**src/rtl/sorted_key_list_unit_assert.svh**
```systemverilog
// assertion macros for the sorted key list
`ifndef SORTED_KEY_LIST_UNIT_ASSERT_SVH
`define SORTED_KEY_LIST_UNIT_ASSERT_SVH

// same-cycle implication
`define SKL_ASSERT_NOW(label, ante, cons) \
    label: assert property (@(posedge clk) disable iff (!rst_n) (ante) |-> (cons)) \
        else $error("sorted key list check failed");

// next-cycle implication
`define SKL_ASSERT_NEXT(label, ante, cons) \
    label: assert property (@(posedge clk) disable iff (!rst_n) (ante) |=> (cons)) \
        else $error("sorted key list check failed");

`endif

```
**src/rtl/skl_pkg.sv**
```systemverilog
`timescale 1ns / 1ps

package skl_pkg;

    localparam int KEY_W   = 32;
    localparam int CMD_W   = 2;
    localparam int STAT_W  = 2;
    localparam int FIELD_W = 5;

    typedef enum logic [CMD_W-1:0] {
        CMD_INSERT = 2'd0,
        CMD_DELETE = 2'd1,
        CMD_SEARCH = 2'd2
    } skl_cmd_t;

    typedef enum logic [STAT_W-1:0] {
        ST_OK      = 2'd0,
        ST_MISSING = 2'd1,
        ST_FULL    = 2'd2
    } skl_status_t;

    // broadcast from the control to every cell
    typedef struct packed {
        logic             do_insert;
        logic             do_delete;
        logic [KEY_W-1:0] key;
    } skl_bcast_t;

endpackage

```
**src/rtl/skl_cell.sv**
```systemverilog
`timescale 1ns / 1ps

module skl_cell
(
    input  logic                          clk,
    input  skl_pkg::skl_bcast_t           bc,
    input  logic                          occ,
    input  logic                          head,
    input  logic [skl_pkg::KEY_W-1:0]     left_key,
    input  logic                          left_ins,
    input  logic [skl_pkg::KEY_W-1:0]     right_key,
    output logic [skl_pkg::KEY_W-1:0]     key_q,
    output logic                          ins,
    output logic                          eq
);

    logic [skl_pkg::KEY_W-1:0] key_reg;
    logic [skl_pkg::KEY_W-1:0] key_next;
    logic                      gt;
    logic                      ge;

    assign gt    = occ && ($signed(key_reg) > $signed(bc.key));
    assign ge    = occ && !($signed(key_reg) < $signed(bc.key));
    assign eq    = occ && (key_reg == bc.key);
    assign ins   = gt || head;
    assign key_q = key_reg;

    always_comb
    begin
        key_next = key_reg;
        if (bc.do_insert)
        begin
            if (left_ins)
            begin
                key_next = left_key;
            end
            else if (ins)
            begin
                key_next = bc.key;
            end
        end
        else if (bc.do_delete && ge)
        begin
            key_next = right_key;
        end
    end

    always_ff @(posedge clk)
    begin
        key_reg <= key_next;
    end

endmodule

```
**src/rtl/sorted_key_list_unit.sv**
```systemverilog
`timescale 1ns / 1ps
// channel  | ports                          | transfer
// ---------+--------------------------------+---------------------------
// command  | command, key                   | start high while busy low
// result   | status, position, entry_count  | done high for one cycle
//
// an accepted command executes on the next edge across all cells at once
// its result is registered at that same edge and shown with done for one cycle
// busy is high during the execute cycle, so no new command is taken while one executes
// results cannot be stalled
// reset clears the key count, cell contents stay undefined until written

module sorted_key_list_unit
#(
    parameter int CAPACITY = 16
)
(
    input  logic                          clk,
    input  logic                          rst_n,
    input  logic                          start,
    output logic                          busy,
    input  logic [skl_pkg::CMD_W-1:0]     command,
    input  logic signed [skl_pkg::KEY_W-1:0] key,
    output logic                          done,
    output logic [skl_pkg::STAT_W-1:0]    status,
    output logic [skl_pkg::FIELD_W-1:0]   position,
    output logic [skl_pkg::FIELD_W-1:0]   entry_count
);

    localparam int CW = $clog2(CAPACITY + 1);
    localparam int IW = $clog2(CAPACITY);

    logic                            pend_reg;
    logic                            pend_next;
    logic [skl_pkg::CMD_W-1:0]       cmd_reg;
    logic [skl_pkg::KEY_W-1:0]       key_reg;
    logic [CW-1:0]                   count_reg;
    logic [CW-1:0]                   count_next;
    logic                            done_reg;
    logic                            done_next;
    logic [skl_pkg::STAT_W-1:0]      status_reg;
    logic [skl_pkg::STAT_W-1:0]      status_next;
    logic [skl_pkg::FIELD_W-1:0]     position_reg;
    logic [skl_pkg::FIELD_W-1:0]     position_next;
    logic [skl_pkg::FIELD_W-1:0]     entry_count_reg;

    skl_pkg::skl_bcast_t             bc;
    logic [skl_pkg::KEY_W-1:0]       cell_key [CAPACITY];
    logic [CAPACITY-1:0]             cell_ins;
    logic [CAPACITY-1:0]             cell_eq;
    logic [CAPACITY-1:0]             first_ins;
    logic [CAPACITY-1:0]             first_eq;
    logic [CAPACITY-1:0]             occ;
    logic [CAPACITY-1:0]             head;
    logic                            full;
    logic                            hit;
    logic                            is_ins;
    logic                            is_del;
    logic                            is_srch;
    logic [IW-1:0]                   ins_pos;
    logic [IW-1:0]                   eq_pos;

    assign full    = (count_reg == CW'(CAPACITY));
    assign hit     = |cell_eq;
    assign is_ins  = pend_reg && (cmd_reg == skl_pkg::CMD_INSERT);
    assign is_del  = pend_reg && (cmd_reg == skl_pkg::CMD_DELETE);
    assign is_srch = pend_reg && (cmd_reg == skl_pkg::CMD_SEARCH);

    assign bc.do_insert = is_ins && !full;
    assign bc.do_delete = is_del && hit;
    assign bc.key       = key_reg;

    genvar g;
    generate
        for (g = 0; g < CAPACITY; g++)
        begin : g_cell
            logic [skl_pkg::KEY_W-1:0] lk;
            logic [skl_pkg::KEY_W-1:0] rk;
            logic                      li;
            logic                      le;

            assign occ[g]  = (CW'(g) < count_reg);
            assign head[g] = (CW'(g) == count_reg);

            if (g == 0)
            begin : g_first
                assign lk = cell_key[g];
                assign li = 1'b0;
                assign le = 1'b0;
            end
            else
            begin : g_rest
                assign lk = cell_key[g-1];
                assign li = cell_ins[g-1];
                assign le = cell_eq[g-1];
            end

            if (g == CAPACITY - 1)
            begin : g_last
                assign rk = cell_key[g];
            end
            else
            begin : g_inner
                assign rk = cell_key[g+1];
            end

            assign first_ins[g] = cell_ins[g] && !li;
            assign first_eq[g]  = cell_eq[g] && !le;

            skl_cell u_cell
            (
                .clk       (clk),
                .bc        (bc),
                .occ       (occ[g]),
                .head      (head[g]),
                .left_key  (lk),
                .left_ins  (li),
                .right_key (rk),
                .key_q     (cell_key[g]),
                .ins       (cell_ins[g]),
                .eq        (cell_eq[g])
            );
        end
    endgenerate

    always_comb
    begin
        ins_pos = '0;
        eq_pos  = '0;
        for (int i = 0; i < CAPACITY; i++)
        begin
            if (first_ins[i])
            begin
                ins_pos = ins_pos | IW'(i);
            end
            if (first_eq[i])
            begin
                eq_pos = eq_pos | IW'(i);
            end
        end
    end

    always_comb
    begin
        pend_next     = pend_reg;
        count_next    = count_reg;
        done_next     = pend_reg;
        status_next   = skl_pkg::ST_MISSING;
        position_next = '0;
        if (start && !pend_reg)
        begin
            pend_next = 1'b1;
        end
        else if (pend_reg)
        begin
            pend_next = 1'b0;
        end
        if (is_ins)
        begin
            if (full)
            begin
                status_next = skl_pkg::ST_FULL;
            end
            else
            begin
                status_next   = skl_pkg::ST_OK;
                position_next = skl_pkg::FIELD_W'(ins_pos);
                count_next    = count_reg + CW'(1);
            end
        end
        else if (is_del && hit)
        begin
            status_next   = skl_pkg::ST_OK;
            position_next = skl_pkg::FIELD_W'(eq_pos);
            count_next    = count_reg - CW'(1);
        end
        else if (is_srch && hit)
        begin
            status_next   = skl_pkg::ST_OK;
            position_next = skl_pkg::FIELD_W'(eq_pos);
        end
    end

    always_ff @(posedge clk or negedge rst_n)
    begin
        if (!rst_n)
        begin
            pend_reg  <= 1'b0;
            count_reg <= '0;
            done_reg  <= 1'b0;
        end
        else
        begin
            pend_reg  <= pend_next;
            count_reg <= count_next;
            done_reg  <= done_next;
        end
    end

    always_ff @(posedge clk)
    begin
        if (start && !pend_reg)
        begin
            cmd_reg <= command;
            key_reg <= key;
        end
        if (pend_reg)
        begin
            status_reg      <= status_next;
            position_reg    <= position_next;
            entry_count_reg <= skl_pkg::FIELD_W'(count_next);
        end
    end

    assign busy        = pend_reg;
    assign done        = done_reg;
    assign status      = status_reg;
    assign position    = position_reg;
    assign entry_count = entry_count_reg;

`include "sorted_key_list_unit_assert.svh"

    `SKL_ASSERT_NOW(a_count_bound, 1'b1, count_reg <= CW'(CAPACITY))
    `SKL_ASSERT_NEXT(a_exec_result, pend_reg, done_reg && !pend_reg)
    `SKL_ASSERT_NOW(a_fail_pos, done_reg && (status_reg != skl_pkg::ST_OK), position_reg == '0)
    `SKL_ASSERT_NEXT(a_ins_count, is_ins && !full, count_reg == $past(count_reg) + CW'(1))

endmodule
```
**config.mk**
```make
export PLATFORM = sky130hd
export DESIGN_NAME = sorted_key_list_unit
export DESIGN_NICKNAME = d
export VERILOG_FILES = /design/src/rtl/skl_pkg.sv /design/src/rtl/skl_cell.sv /design/src/rtl/sorted_key_list_unit.sv
export VERILOG_INCLUDE_DIRS = /design/src /design/src/rtl
export SDC_FILE = /design/constraint.sdc
export NUM_CORES = 2
export LEC_CHECK = 0
export BUFFER_PORTS_ARGS = -buffer_cell sky130_fd_sc_hd__buf_2
export CORE_ASPECT_RATIO = 1.25
export CORE_UTILIZATION = 47
export CTS_CLUSTER_DIAMETER = 150
export DETAILED_ROUTE_END_ITERATION = 7
export PLACE_DENSITY = 0.65
export SYNTH_ARGS = -nofsm -noshare
export SYNTH_HDL_FRONTEND = slang
export SYNTH_SLANG_ARGS = --single-unit
```
**constraint.sdc**
```tcl
create_clock -name clk -period 7.44 [get_ports clk]
set_input_delay 0.372 -clock clk [delete_from_list [all_inputs] [get_ports clk]]
set_output_delay 0.372 -clock clk [all_outputs]
set_load 0.005 [all_outputs]
```
==> summary.md <==
| Metric | Value |
|---|---|
| Setup Viol. Count Final | 0 |
| CTS tree | built |
| Placer Congestion | 1.05 |
| Pwr dens | 245 nW/µm² |
| # DRC | 21 |
| Post-synthesis sequential area ratio | 43.0% |
| Final hold vios | 0 |
| Avg Cell Area, Syn | 9.62 µm² |
| Final Critical Period | 5.75 ns |
| Flop pwr share | 37.1% |
| Total Power | 0.0106 W |
| Worst-path clk slew | 0.06 ns |
| EDFF count, synth | 557 |
| Clock latency on the worst-skew pair | 0.63 ns |
| Final worst-path setup slack | 1.69 ns |
| Die Wd | 261 µm |
| First-pass GRT wire length | 189000 µm |
| RSZ-0062 raised after global routing | false |
| Pint | 0.00681 W |
| CP endpoint kind | flip-flop |
| Fin crit share | 77.2% |
| Max stage delay cell, worst path | o22ai_4 |
| FFs w/ async S/R, synth | 1.24% |
| Vias post-DR | 32400 |
| Netlist cell types | 71 |
| Max FFs per register | 512 |
| CTS Buf Count | 66 |
| Setup_tns | 0 ns |
| Req. time, crit path | 7.68 ns |
| Worst-margin pin slew | 1.35 ns |
| DRT iter0 DRCs | 3147 |
| Maximum vdd drop | 0.164 mV |
| Ys Warns | 0 |
| Crit path kind | flip-flop to flip-flop |
| Worst EP arrival | 5.99 ns |
| Grt total ovfl | 0 |
| Worst slack, placed | 1.86 ns |
| Vias in the first global route | 31700 |
| Clock Skews | 0.0218 ns |
| GRT Overall Usage | 29.2% |
| Clock Sinks | 564 |
| Final Slew Violations | 0 |
| Row count | 118 |
| Status | finished with violations |
| Layout area overhead | 10.0% |
| Routed wire per std cell | 23.9 µm |
| Worst Path Max Fanout | 34 |
| H-tree levels | 3 |
| Design area | 43200 µm² |
| # port buffers | 49 |
| # IOs | 51 |
| Post-DP Area | 40700 µm² |
| Antenna cells | 0 |
| Synth top cells by count | nand2_1 (689), edfxtp_1 (557), ha_1 (517), o21ai_0 (482), a21oi_1 (393) |
| Top-count cell post-synth | nand2_1 |
| Final Util | 52.2% |
| Top post-synthesis cells by area | edfxtp_1 (43%), ha_1 (16%), nand2_1 (6.6%) |
| Largest net degree at the start of global routing | 239 |
| HPWL Detailed | 91500 µm |
| Fraction of layout cells with a size suffix above 1 | 7.09% |
| Clk root buf | clkbuf_16 |
| Die area | 84700 µm² |
| Post-Synthesis Cells | 4084 |
| Ys flop type | edfxtp_1 |
| CP max stage delay | 0.95 ns |
| Failing checks | DRC |
| Syn_nets | 4638 |
| Net Sw Frac | 35.5% |
| Cells along the critical path | inv_1 -> buf_4 -> ha_1 -> nand4_1 -> nor4_1 -> nor3b_1 -> a211oi_1 -> xor2_1 -> a31o_2 -> nor2_1 -> o22ai_4 |
| Synth Register Bits | 564 |
| Core ar. | 82800 µm² |
| Initial Util | 47.4% |
| Synth top area share | 42.6% |
| CTS max path bufs | 3 |
| Psw | 0.00376 W |
| Max Cap Violations | 0 |
| Nets | 4636 |
| Post-DR vias/cell | 6.22 |
| Slew margin rel. | 9.95% |
| Post-route ant nets | 0 |
| Yosys top cell by area | edfxtp_1 |
| Setup Fix Bufs, Post-CTS | 0 |
| First-pass iteration count of the detailed router | 8 |
| Clk pwr share | 31.7% |
| Die Ht | 325 µm |
| Comb power frac | 31.3% |
| Mapped Area | 39300 µm² |
| Pleak | 18.1 nW |
| Routed Wire Length | 125000 µm |
| Type of the tightest min-delay check | primary input to flip-flop |
| Timing-limited maximum frequency | 0.174 GHz |
| Initial antenna violation count | 2 |
| Startpoint types | flip-flop |
cell families after synthesis:
| logic type | share of synthesized area [%] |
|---|---|
| simple gates | 14.4 |
| compound gates | 16.0 |
| mux | 6.65 |
| buf+inv | 3.15 |
| flops | 43.0 |
| fa+ha+maj | 16.5 |
| other cells | 0.00955 |
| xor+xnor | 0.357 |
final timing paths:
| path | start | cells past startpoint | end | slack, ns |
|---|---|---|---|---|
| setup / recovery | key_reg[26] | 11 | g_cell[7].u_cell.key_q[8] | 1.69 |
| hold / removal | key[15] | 1 | key_reg[15] | 0.05 |
| setup reg to reg | key_reg[26] | 11 | g_cell[7].u_cell.key_q[8] | 1.69 |
| hold reg to reg | g_cell[15].u_cell.key_q[0] | 2 | g_cell[14].u_cell.key_q[0] | 0.57 |
| max in group asynchronous | rst_n | 2 | count_reg[1] | 7.07 |
| min in group asynchronous | rst_n | 2 | busy | 0.15 |
cell usage in the layout, fill, tap and decap left out, types with 76 or more instances in the layout:
| master | synthesis | routed |
|---|---|---|
| a21oi_1 | 393 | 393 |
| nand4_1 | 104 | 104 |
| nand3_1 | 76 | 76 |
| mux2i_1 | 226 | 226 |
| nor2_1 | 284 | 283 |
| o21ai_0 | 482 | 479 |
| edfxtp_1 | 557 | 557 |
| nand2_1 | 689 | 686 |
| ha_1 | 517 | 517 |
| inv_1 | 77 | 77 |
power groups by stage:
stage | sequential [W] | combinational [W] | clock, W
floorplan | 0.00386 | 0.00241 | 0
global placement | 0.00398 | 0.00317 | 0
detailed placement | 0.00398 | 0.00322 | 0
CTS | 0.00391 | 0.00325 | 0.00338
global route | 0.00393 | 0.00361 | 0.00349
finish | 0.00392 | 0.00331 | 0.00335
critical path, delay by kind of cell, from the launching register on:
family          cells  cell delay, ns
compound gates      3            1.66
simple gates        4            1.64
flops               1            0.71
buf+inv             2            0.69
fa+ha+maj           1            0.31
xor+xnor            1            0.28
timing repair:
action / 4_1_cts / 5_1_grt
hold endpoints to repair: 40 / 0
hold buffers: 34 / 0
gates resized for setup: 0 / 0
layout make-up:
cell class	count	area (µm²)
clock buffers	86	1820
clock inverters	34	318
fillers	7475	39600
inverters	77	289
multi-input cells	3213	21300
flip-flops and latches	564	16900
well taps	1080	1350
repair buffers	160	1200
through the flow:
| step | cells | hold WS (ns) |
|---|---|---|
| after floorplan | 4084 | 0.0764 |
| after global placement | 5060 | 0.258 |
| after detailed placement | 5060 | 0.256 |
| after CTS | 5214 | 0.0322 |
| after global routing | 5214 | 0.0423 |
| final | 5214 | 0.0540 |
routing by layer:
layer | wire length [µm] | track usage, % | part of all wire [%]
met4 | 6000 | 13.3 | 4.8
met5 | 0 | 0 | 0
met3 | 7680 | 3.94 | 6.2
met2 | 61500 | 50.1 | 49
met1 | 49600 | 36.2 | 40
No activity file was read; power rests on OpenSTA's default activity.
